$ cat src/design/mgi_pkg.sv
// ----------------------------------------------------------------------------
// mgi_pkg
// Types and fixed constants of the multilinear grid interpolator.
// ----------------------------------------------------------------------------
`timescale 1ns / 1ps

package mgi_pkg;

    localparam int NUM_COORDS = 4;
    localparam int COORD_W    = 16;
    localparam int SIZE_W     = 9;
    localparam int DIMS_W     = 3;
    localparam int GIDX_W     = 12;
    localparam int VALUE_W    = 32;
    localparam int ACC_W      = 64;
    localparam int CFG_IDX_W  = 3;
    localparam int CFG_DATA_W = 9;

    typedef logic [CFG_IDX_W-1:0] t_cfg_index;

    // Configuration register indexes
    localparam t_cfg_index CFG_NUM_DIMS = 3'd0;
    localparam t_cfg_index CFG_SIZE_0   = 3'd1;
    localparam t_cfg_index CFG_SIZE_1   = 3'd2;
    localparam t_cfg_index CFG_SIZE_2   = 3'd3;
    localparam t_cfg_index CFG_SIZE_3   = 3'd4;

    localparam logic [DIMS_W-1:0] NUM_DIMS_RESET = 3'd1;
    localparam logic [SIZE_W-1:0] SIZE_RESET     = 9'd2;

    // Input beat actions
    localparam logic ACT_WRITE = 1'b0;
    localparam logic ACT_QUERY = 1'b1;

    typedef struct packed {
        logic                      action;
        logic [GIDX_W-1:0]         grid_index;
        logic signed [VALUE_W-1:0] grid_value;
        logic [COORD_W-1:0]        coord_0;
        logic [COORD_W-1:0]        coord_1;
        logic [COORD_W-1:0]        coord_2;
        logic [COORD_W-1:0]        coord_3;
    } t_in_item;

    typedef struct packed {
        logic signed [VALUE_W-1:0] interp_value;
        logic                      range_error;
    } t_out_item;

    // Controller to datapath
    typedef struct packed {
        logic                  write;
        logic                  capture;
        logic                  stride;
        logic                  base;
        logic                  issue;
        logic [NUM_COORDS-1:0] corner;
        logic                  load_out;
    } t_mgi_cmd;

    // Datapath to controller
    typedef struct packed {
        logic                  bad;
        logic [NUM_COORDS-1:0] last_corner;
        logic                  out_free;
    } t_mgi_stat;

endpackage

$ cat src/design/mgi_ctrl.sv
// ----------------------------------------------------------------------------
// mgi_ctrl
// Sequencer: accepts beats, steps query setup, walks the corners, drains the
// multiply pipeline and hands the result to the output register.
// ----------------------------------------------------------------------------
`timescale 1ns / 1ps

module mgi_ctrl
    import mgi_pkg::*;
(
    input  logic      i_clk,
    input  logic      i_rst_n,
    input  logic      i_in_valid,
    input  logic      i_in_action,
    output logic      o_in_ready,
    input  t_mgi_stat i_stat,
    output t_mgi_cmd  o_cmd
);

    typedef enum logic [2:0] {
        S_IDLE,
        S_STRIDE,
        S_BASE,
        S_RUN,
        S_DRAIN,
        S_FINISH
    } t_state;

    t_state                r_state, n_state;
    logic [NUM_COORDS-1:0] r_corner, n_corner;
    logic                  r_drain, n_drain;
    logic                  accept;

    // Decode commands from the current state
    always_comb begin
        o_in_ready      = (r_state == S_IDLE);
        accept          = i_in_valid && o_in_ready;
        o_cmd           = '0;
        o_cmd.write     = accept && (i_in_action == ACT_WRITE);
        o_cmd.capture   = accept && (i_in_action == ACT_QUERY);
        o_cmd.stride    = (r_state == S_STRIDE);
        o_cmd.base      = (r_state == S_BASE);
        o_cmd.issue     = (r_state == S_RUN);
        o_cmd.corner    = r_corner;
        o_cmd.load_out  = (r_state == S_FINISH) && i_stat.out_free;
    end

    // Next state
    always_comb begin
        n_state  = r_state;
        n_corner = r_corner;
        n_drain  = r_drain;
        case (r_state)
            S_IDLE: begin
                if (o_cmd.capture) begin
                    n_state = S_STRIDE;
                end
            end
            S_STRIDE: begin
                n_state = S_BASE;
            end
            S_BASE: begin
                n_corner = '0;
                n_state  = i_stat.bad ? S_FINISH : S_RUN;
            end
            S_RUN: begin
                if (r_corner == i_stat.last_corner) begin
                    n_state = S_DRAIN;
                    n_drain = 1'b0;
                end else begin
                    n_corner = r_corner + 1'b1;
                end
            end
            S_DRAIN: begin
                if (r_drain) begin
                    n_state = S_FINISH;
                end
                n_drain = 1'b1;
            end
            S_FINISH: begin
                if (i_stat.out_free) begin
                    n_state = S_IDLE;
                end
            end
            default: begin
                n_state = S_IDLE;
            end
        endcase
    end

    // Hold state and counters
    always_ff @(posedge i_clk) begin
        if (!i_rst_n) begin
            r_state  <= S_IDLE;
            r_corner <= '0;
            r_drain  <= 1'b0;
        end else begin
            r_state  <= n_state;
            r_corner <= n_corner;
            r_drain  <= n_drain;
        end
    end

endmodule

$ cat config.mk
export PLATFORM = sky130hd
export DESIGN_NAME = mgi_ctrl
export DESIGN_NICKNAME = d
export VERILOG_FILES = /design/src/design/mgi_pkg.sv /design/src/design/mgi_ctrl.sv
export SDC_FILE = /design/constraint.sdc
export NUM_CORES = 1
export LEC_CHECK = 0
export BUFFER_PORTS_ARGS = -buffer_cell sky130_fd_sc_hd__buf_2
export CAP_MARGIN = 20
export CORE_AREA = 2 2 39 41
export CTS_CLUSTER_DIAMETER = 80
export DETAILED_ROUTE_END_ITERATION = 12
export DIE_AREA = 0 0 41 43
export PLACE_DENSITY = 0.72
export SYNTH_ARGS = -nofsm -noshare
export SYNTH_HDL_FRONTEND = slang
export SYNTH_SLANG_ARGS = --single-unit
$ cat constraint.sdc
create_clock -name i_clk -period 4.05 [get_ports i_clk]
set_input_delay 0.405 -clock i_clk [delete_from_list [all_inputs] [get_ports i_clk]]
set_output_delay 0.405 -clock i_clk [all_outputs]
set_load 0.03 [all_outputs]
==> results of run 1 <==
-- how the worst max path moves through the flow --
stage | startpoint | to | cells past startpoint
after floorplan | r_state[2] | o_cmd[9] | 4
final | r_state[0] | o_cmd[8] | 3
after CTS | r_state[0] | o_cmd[8] | 3
after global placement | i_stat[4] | r_corner[3] | 6
after detailed placement | r_state[0] | r_corner[3] | 3
after global routing | r_state[0] | o_cmd[9] | 4
-- kinds of logic after synthesis --
logic type,synth area share [%]
AOI/OAI and AO/OA,19.2
buffers and inverters,8.39
adders and majority gates,2.40
and+or+nand+nor,32.6
DFF,30.7
xor gates and xnor gates,6.71
-- power by group --
group	total, mW	internal (mW)	leakage, nW	switching [mW]
Sequential	0.0902	0.0817	0.0648	0.00855
Combinational	0.0439	0.0167	0.227	0.0272
Clock	0.0655	0.0342	0.0138	0.0313
Total	0.200	0.133	0.305	0.0671
-- layout make-up --
type	count	area, sq um	area share, %
Timing Repair Buffer	21	108	16.7
Multi-Input combinational cell	49	318	49.4
Inverter	4	15.0	2.33
Sequential cell	8	160	24.9
Clock buffer	3	22.5	3.50
Tap cell	16	20.0	3.11
-- tightest hold or removal path: cells and delay by family --
kind            cells  cell delay, ps
compound gates      2             130
buf+inv             1             130
-- per-stage QoR --
step | util [%] | cell area (sq um) | power [mW] | std cells
finish | 46.5 | 643 | 0.200 | 101
CTS | 46.5 | 643 | 0.201 | 101
floorplan | - | 522 | 0.123 | 66
detailed placement | 44.8 | 621 | 0.135 | 98
global placement | 44.8 | 621 | 0.135 | 98
global route | 46.5 | 643 | 0.208 | 101
-- cells in the final DEF, fill, tap and decap left out, types with 3 or more instances in the layout --
cell	n
buf_2	20
nor2_1	4
nand3_1	5
clkbuf_4	3
xor2_1	4
inv_1	4
a31oi_1	3
o211ai_1	3
nand2_1	6
dfxtp_1	8
or4_1	3
-- registers in the layout (all words and copies together) (netlist names) --
register and count:
r_state 3, r_corner 4, r_drain 1
-- synth_stat cells --
cell type  instances
clkbuf_1           1
nand2b_1           1
o21bai_1           1
buf_2              2
dfxtp_1            8
nor3b_1            1
o311ai_0           1
a211oi_1           1
nand4_1            2
nor2b_4            1
a21oi_1            2
xor2_1             4
inv_1              4
nor2_1             4
nor4_1             2
and3_1             2
nand2_1            6
a31oi_1            3
o211ai_1           3
a2111oi_2          1
and4b_1            1
or4_1              3
ha_1               1
nor3_1             2
nand3_1            5
buf_4              2
o21ai_0            2
-- metal layers --
metal | track usage, % | vias to the layer above
met5 | 0 | -
met4 | 8.00 | 0
met3 | 3.66 | 4
met2 | 24.7 | 22
met1 | 19.4 | 267
li1 | - | 283
==> flow_summary.toml, run 1 <==
[clock_network]
cts.clk_slew.worst_paths_ps = 60
numCtsBuffers = 3
cts_hold_buf = 0
clockBufferDepth = 2
cts_tree = "built"
ctsResizeCount = 0
cts_max_level = 1
root_buffer = "clkbuf_4"
clock_sinks = 8
insertion_delay_ps = 260
post_cts_buffers = 0

[floorplanning]
rows = 14
dieArea_sq_um = 1760
start_util_pct = 37.7
die_h_microns = 43
pin_count = 21
chipWidth_microns = 41
core_sq_um = 1380

[setup_path]
arrival_ps = 1460
rr_worst_depth = 3
cpMaxStageDelayCell = "dfxtp_1"
crit_fanout = 18
max_stage_delay_ps = 480
cp-end-kind = "output pin"
ff2ff_setup_slack_ps = 2430
cp_cell_sequence = "nor3_1 > and3_1 > buf_2"
path_delay_family = "simple AND/OR/NAND/NOR gates"
worst-setup-path-type = "flip-flop to output pin"
worstPathRequired_ps = 3640
path_buf_inv = 1
reg2reg_from = "r_state[0]"
worstReg2RegEnd = "r_corner[3]"
worst_setup_path_start_kind = "flip-flop"

[worst_hold_path]
min_to = "r_drain"
holdCritStartpoint = "i_rst_n"
hp-class = "input pin to flip-flop"
whs_path_depth = 3

[pwr]
power_density_nw_per_um2 = 310
ir_worst_vdd_v = 0.000176
power_leakage_nw = 0.305

[global_route]
antenna_found_initial = 0
overflow = 0
grt_pass1_vias = 496
grt_pass1_wl_microns = 1950
grt_max_degree = 19
grt_use_total_pct = 15.9

[outcome]
status = "complete, no violations"

[placed_design]
portBuffers = 20
pre_cts_slack_ps = 2460
dp_hpwl_microns = 882
gp_congestion = 0.707

[route]
drt_wl_total_microns = 1270
highest_layer = "met4"
wl_met2_microns = 582
vias_per_cell = 5.70
drt-initial-drc-count = 9
wl_per_cell_microns = 12.5
vias = 576
wl_met1_microns = 569
drtPass1Iterations = 4
route.met3.wl_microns = 92
postRouteAntennaNets = 0
drc = 0

[synth]
yosys_warnings = 0
synthesis.instances = 66
seq_area_frac_synth_pct = 30.7
syn_nets = 77
syn_area_per_cell_sq_um = 7.91
yosysTopAreaCellShare_pct = 30.7
synthTopCellsByArea = "dfxtp_1 (31%), xor2_1 (6.7%), nand3_1 (4.8%)"
netlist-cell-type-count = 27
ys_seq_elements = 8
yosysTopAreaCell = "dfxtp_1"
syn_area_sq_um = 522

[flow_run]
max-cap-violations = 0

[timing]
fin_skew_ps = 8.26
worstMarginPinSlew_ps = 542
setup_tns_ps = 0
post-route-period-util_pct = 46.1
drv_slew = 0
hold_slack_ps = 457
fin_crit_ps = 1870
finalHoldViolCount = 0
rsz0062_at_grt = "false"
max_slew_margin_pct = 63.8
max_freq_ghz = 0.536
fin_ws_ps = 2180
setup_viol = 0

[layout]
filler_cell_count = 146
drive_above_1_share_pct = 30.6
nNetsFinal = 98
area_growth_pct = 23.3
antenna_cells = 0
Power figures use the tool's default switching activity.
==> run 2: changes to the inputs <==
--- a/config.mk
+++ b/config.mk
@@ -5,13 +5,14 @@
 export SDC_FILE = /design/constraint.sdc
 export NUM_CORES = 1
 export LEC_CHECK = 0
+export ABC_AREA = 1
 export BUFFER_PORTS_ARGS = -buffer_cell sky130_fd_sc_hd__buf_2
 export CAP_MARGIN = 20
-export CORE_AREA = 2 2 39 41
+export CORE_MARGIN = 2
+export CORE_UTILIZATION = 42
 export CTS_CLUSTER_DIAMETER = 80
 export DETAILED_ROUTE_END_ITERATION = 12
-export DIE_AREA = 0 0 41 43
-export PLACE_DENSITY = 0.72
+export PLACE_DENSITY = 0.77
 export SYNTH_ARGS = -nofsm -noshare
 export SYNTH_HDL_FRONTEND = slang
 export SYNTH_SLANG_ARGS = --single-unit
==> constraint.sdc (replaced) <==
create_clock -name i_clk -period 1.65 [get_ports i_clk]
set_input_delay 0.165 -clock i_clk [delete_from_list [all_inputs] [get_ports i_clk]]
set_output_delay 0.165 -clock i_clk [all_outputs]
set_load 0.03 [all_outputs]
==> run 2 against run 1 <==
  * Via count rose by 12%
  * Setup slack got worse by 2000 ps
  * Clock-buffer cell count did not move
  * Utilization rose by 8.7 points
  * Critical path depth rose by 3
  * Worst hold slack got worse by 300 ps
  * Die area fell by 5.7%
  * Routed wire length fell by 7.4%
  * Sequential share of layout area fell by 2.3 points
  * First-iteration DRC count rose to 3.4 times the previous value
  * Highest routed layer unchanged
==> flow_summary.toml, run 2 <==
[layout]
drive_above_1_share_pct = 31.0
layout_commonest_cell = "nand2_1"
filler_cell_count = 132
nNetsFinal = 129
top_regs = "r_corner: 4 flops, r_state: 3 flops, r_drain: 1 flops"
layout_common_cells = "nand2_1 (23), buf_2 (20), inv_1 (15)"
largest-register = "r_corner"
area_growth_pct = 24.9
largest_reg_flops = 4
multi_input_area_sq_um = 337
seq_area_sq_um = 160
antenna_cells = 0

[setup_path]
rr_worst_depth = 9
critical_path.endpoint = "o_cmd[8]"
reg2reg_from = "r_corner[0]"
cp-end-kind = "output pin"
crit_fanout = 6
arrival_ps = 1310
worstPathRequired_ps = 1480
ff2ff_setup_slack_ps = 410
worstReg2RegEnd = "r_state[0]"
crit_start = "r_state[0]"
worst-setup-path-type = "flip-flop to output pin"
worst_setup_path_start_kind = "flip-flop"

[floorplanning]
pin_count = 21
chipWidth_microns = 40.8
rows = 13
core_sq_um = 1280
die_h_microns = 40.8
start_util_pct = 44.2
dieArea_sq_um = 1660

[synth]
yosysTopAreaCell = "dfxtp_1"
synth_edf_count = 0
synthesis.instances = 93
synthTopCellsByArea = "dfxtp_1 (28%), nand2_1 (15%), inv_1 (9.9%)"
netlist-cell-type-count = 18
syn_area_per_cell_sq_um = 6.11
syn_area_sq_um = 568
synth.most_common_cell = "nand2_1"
synth_flop_cell = "dfxtp_1"
yosysTopAreaCellShare_pct = 28.2
synth_common_cells = "nand2_1 (23), inv_1 (15), a21oi_1 (8), dfxtp_1 (8), nor2_1 (8)"
syn_nets = 104
yosys_warnings = 0
seq_area_frac_synth_pct = 28.2
ys_seq_elements = 8
postSynth.asyncResetShare_pct = 0

[timing]
setup_viol = 0
finalHoldViolCount = 0
fin_crit_ps = 1470
max_slew_margin_pct = 83.3
hold_slack_ps = 160
rsz0062_at_grt = "false"
post-route-period-util_pct = 89.1
setup_tns_ps = 0
fin_ws_ps = 179
drv_slew = 0
max_freq_ghz = 0.680
fin_skew_ps = 4.02
worstMarginPinSlew_ps = 250

[outcome]
status = "complete, no violations"

[placed_design]
gp_congestion = 0.869
portBuffers = 20
pre_cts_slack_ps = 402
dp_hpwl_microns = 975

[route]
drc = 0
drtPass1Iterations = 4
postRouteAntennaNets = 0
drt-initial-drc-count = 31
wl_per_cell_microns = 8.95
drt_wl_total_microns = 1170
vias_per_cell = 4.92
vias = 645

[worst_hold_path]
holdCritStartpoint = "i_rst_n"
hp-class = "input pin to flip-flop"

[global_route]
grt_use_total_pct = 16.6
grt_max_degree = 9
grt_pass1_vias = 487
grt_pass1_wl_microns = 1810
antenna_found_initial = 0
overflow = 0

[clock_network]
clock_sinks = 8
numCtsBuffers = 3
post_cts_buffers = 0
clockBufferDepth = 2
cts_tree = "built"
insertion_delay_ps = 250
ctsResizeCount = 0
cts_hold_buf = 0
root_buffer = "clkbuf_4"
cts_max_level = 1
cts.clk_slew.worst_paths_ps = 50

[pwr]
power_leakage_nw = 0.393
ir_worst_vdd_v = 0.000807
power_density_nw_per_um2 = 1510
power_mw = 1.07

[flow_run]
max-cap-violations = 0
-- run 2: cell count changes after synthesis, sizes merged, moves of 4 or more --
cell / change
a21oi: +6
buf: -4
inv: +15
nand2: +22
nor2: +8
-- run 2: how the worst min path moves through the flow --
| stage | to | slack [ps] | depth (start not counted) |
|---|---|---|---|
| after global routing | r_corner[3] | 170 | 3 |
| after CTS | r_corner[3] | 160 | 3 |
| after detailed placement | r_corner[3] | 420 | 3 |
| after floorplan | r_corner[3] | 290 | 2 |
| final | r_corner[3] | 160 | 3 |
| after global placement | r_corner[3] | 420 | 3 |
-- run 2: cell type report --
type	instances	area share (%)
clock buffers	3	3.17
inverters	19	10.1
multi-input cells	66	47.4
flip-flops and latches	8	22.6
well taps	15	2.65
repair buffers	20	14.1
-- run 2: report_power, final --
| part | leakage [nW] | switching (mW) | internal, mW | total, mW |
|---|---|---|---|---|
| Sequential | 0.0652 | 0.0619 | 0.242 | 0.304 |
| Clock | 0.0138 | 0.0612 | 0.0829 | 0.144 |
| Combinational | 0.314 | 0.434 | 0.189 | 0.622 |
-- run 2: worst max-delay path, cell delays in order (launching register included) --
cell	delay (ps)
dfxtp_1	360
nor2_1	190
nand2_1	90
inv_1	70
nand2_1	60
nor2_1	80
buf_2	200
-- run 2: cells by family after synthesis --
kind of cell / share of synthesized area, %
buf+inv: 12.6
compound gates: 9.69
simple gates: 45.8
xor+xnor: 1.54
flops: 28.2
fa+ha+maj: 2.20
-- run 2: metal layers --
metal / GRT usage [%] / vias to the layer above / part of all wire (%)
li1: - / 339 / -
met1: 19.9 / 283 / 47
met2: 26.6 / 21 / 46
met3: 5.43 / 2 / 6.7
met4: 7.50 / 0 / 0.85
met5: 0 / - / 0
-- run 2: per-stage QoR --
stage               instances  util, %  area [sq um]
floorplan                  93        -           568
global placement          128     53.5           687
detailed placement        128     53.5           687
CTS                       131     55.2           709
global route              131     55.2           709
finish                    131     55.2           709
==> run 3: changes to the inputs <==
--- a/config.mk
+++ b/config.mk
@@ -6,9 +6,9 @@
 export NUM_CORES = 1
 export LEC_CHECK = 0
 export ABC_AREA = 1
-export BUFFER_PORTS_ARGS = -buffer_cell sky130_fd_sc_hd__buf_2
+export BUFFER_PORTS_ARGS = -buffer_cell sky130_fd_sc_hd__buf_4
 export CAP_MARGIN = 20
-export CORE_MARGIN = 2
+export CORE_MARGIN = 3
 export CORE_UTILIZATION = 42
 export CTS_CLUSTER_DIAMETER = 80
 export DETAILED_ROUTE_END_ITERATION = 12
==> run 3 against run 2 <==
  * Cell count shrank 0.76%
  * Sequential power is 2% higher
  * Fmax rose by 1.2%
  * Non-clock buffer count stayed put
  * Setup slack improved by 17 ps
  * Clock-buffer cell count stayed put
  * Worst hold slack better by 4.0 ps
  * Largest cell class unchanged
  * Routed wire length rose by 8.1%
  * Combinational power grew 9.0%
  * Critical endpoint is now o_cmd[0]
  * Largest power group unchanged
  * Global-route usage is 1.5 points lower
  * Sequential share of layout area down 1.5 points
==> flow_summary.toml, run 3 (synthesis results as in run 2) <==
[setup_path]
arrival_ps = 1290
worstReg2RegEnd = "r_state[0]"
worst-setup-path-type = "flip-flop to output pin"
cpMaxStageDelayCell = "dfxtp_1"
path_buf_inv = 2
cp-end-kind = "output pin"
rr_worst_depth = 9
reg2reg_from = "r_corner[0]"
ff2ff_setup_slack_ps = 350
worst_setup_path_start_kind = "flip-flop"
path_delay_family = "flip-flops"
cp_cell_sequence = "inv_1 > nor4_1 > buf_4"
worstPathRequired_ps = 1480
crit_fanout = 6
max_stage_delay_ps = 420

[clock_network]
cts_tree = "built"
insertion_delay_ps = 250
cts.clk_slew.worst_paths_ps = 50
clock_sinks = 8
cts_max_level = 1
cts_hold_buf = 0
clockBufferDepth = 2
numCtsBuffers = 3
root_buffer = "clkbuf_4"

[floorplanning]
rows = 12
start_util_pct = 47.9
chipWidth_microns = 42.8
core_sq_um = 1190
pin_count = 21
die_h_microns = 42.8
dieArea_sq_um = 1830

[route]
drtPass1Iterations = 4
drt_wl_total_microns = 1270
drc = 0
wl_per_cell_microns = 9.75
vias_per_cell = 4.78
drt-initial-drc-count = 20
postRouteAntennaNets = 0
vias = 621

[worst_hold_path]
min_to = "r_corner[3]"
hp-class = "input pin to flip-flop"
whs_path_depth = 3
holdCritStartpoint = "i_rst_n"

[global_route]
grt_pass1_wl_microns = 2190
grt_pass1_vias = 512
antenna_found_initial = 0
grt_use_total_pct = 15.1
grt_max_degree = 9
overflow = 0

[timing]
drv_slew = 0
fin_crit_ps = 1450
finalHoldViolCount = 0
max_freq_ghz = 0.688
hold_slack_ps = 164
fin_skew_ps = 6.41
post-route-period-util_pct = 88.1
worstMarginPinSlew_ps = 260
setup_viol = 0
rsz0062_at_grt = "false"
setup_tns_ps = 0
max_slew_margin_pct = 82.7

[layout]
finalCoreUtilization_pct = 64.1
largest-register = "r_corner"
seq_area_sq_um = 160
nNetsFinal = 129
layout.cells.non_filler = 130
area_growth_pct = 33.9
multi_input_area_sq_um = 339
filler_cell_count = 112
drive_above_1_share_pct = 31.9
layout_common_cells = "nand2_1 (23), buf_4 (20), inv_1 (15), a21oi_1 (8), dfxtp_1 (8)"
layout_commonest_cell = "nand2_1"
largest_reg_flops = 4
top_regs = "r_corner: 4 flops, r_state: 3 flops, r_drain: 1 flops"
antenna_cells = 0

[outcome]
status = "complete, no violations"

[placed_design]
gp_congestion = 0.957
portBuffers = 20
place_inst = 127
dp_hpwl_microns = 1030

[pwr]
power_density_nw_per_um2 = 1490
switchingPower_mw = 0.570
power_frac_seq_pct = 27.5
comb_power_share_pct = 60.0
power_leakage_nw = 0.403
p_int_mw = 0.561
clockPowerShare_pct = 12.5
ir_worst_vdd_v = 0.000863
switching_share_pct = 50.4

[flow_run]
max-cap-violations = 0
-- run 3: cell counts in the layout (fill, tap and decap cells not counted) --
Identical to the previous run, type by type.
-- run 3: worst max path at each step --
stage | depth (start not counted) | slack (ps) | to | startpoint
6_report | 3 | 200 | o_cmd[0] | r_state[0]
3_5_place_dp | 8 | 370 | r_corner[1] | r_corner[0]
5_1_grt | 6 | 10 | o_cmd[8] | r_state[0]
4_1_cts | 6 | 190 | o_cmd[8] | r_state[0]
3_3_place_gp | 9 | 380 | r_state[0] | r_corner[0]
2_1_floorplan | 2 | 20 | o_cmd[0] | r_state[0]
-- run 3: timing repair --
action / CTS / global route
setup buffers: 0 / 0
gates resized for setup: 0 / 1
endpoints found under the setup margin: 0 / 2
-- run 3: final cells by class --
cell class	instances	share of cell area, %
sequential	8	21.1
inverter	19	9.37
clock buffer	3	2.96
tap	14	2.30
multi-input combinational	66	44.6
timing repair buffer	20	19.7
-- run 3: worst min-delay path, delay by kind of cell --
family                 cells  cell delay (ps)
buffers and inverters      1              120
AND/OR/NAND/NOR            2               80
-- run 3: power by group through the flow --
stage | clock network [mW] | logic, mW | registers (mW)
6_report | 0.142 | 0.678 | 0.311
5_1_grt | 0.159 | 0.750 | 0.321
4_1_cts | 0.149 | 0.676 | 0.304
3_5_place_dp | 0 | 0.672 | 0.309
3_3_place_gp | 0 | 0.665 | 0.309
2_1_floorplan | 0 | 0.458 | 0.324
-- run 3: metrics by stage --
stage | worst slack (ps) | cell area, sq um | total power [mW]
finish | 196 | 761 | 1.13
global route | 10.6 | 761 | 1.23
CTS | 188 | 758 | 1.13
detailed placement | 367 | 736 | 0.981
global placement | 378 | 736 | 0.974
floorplan | 23.4 | 568 | 0.781
-- run 3: metal layers --
metal	wire length [microns]	global-route usage (%)	share of wire, %	up-vias
li1	-	-	-	340
met1	622	22.3	49	258
met2	543	20.1	43	21
met3	91	2.97	7.2	2
met4	10	7.45	0.79	0
met5	0	0	0	-
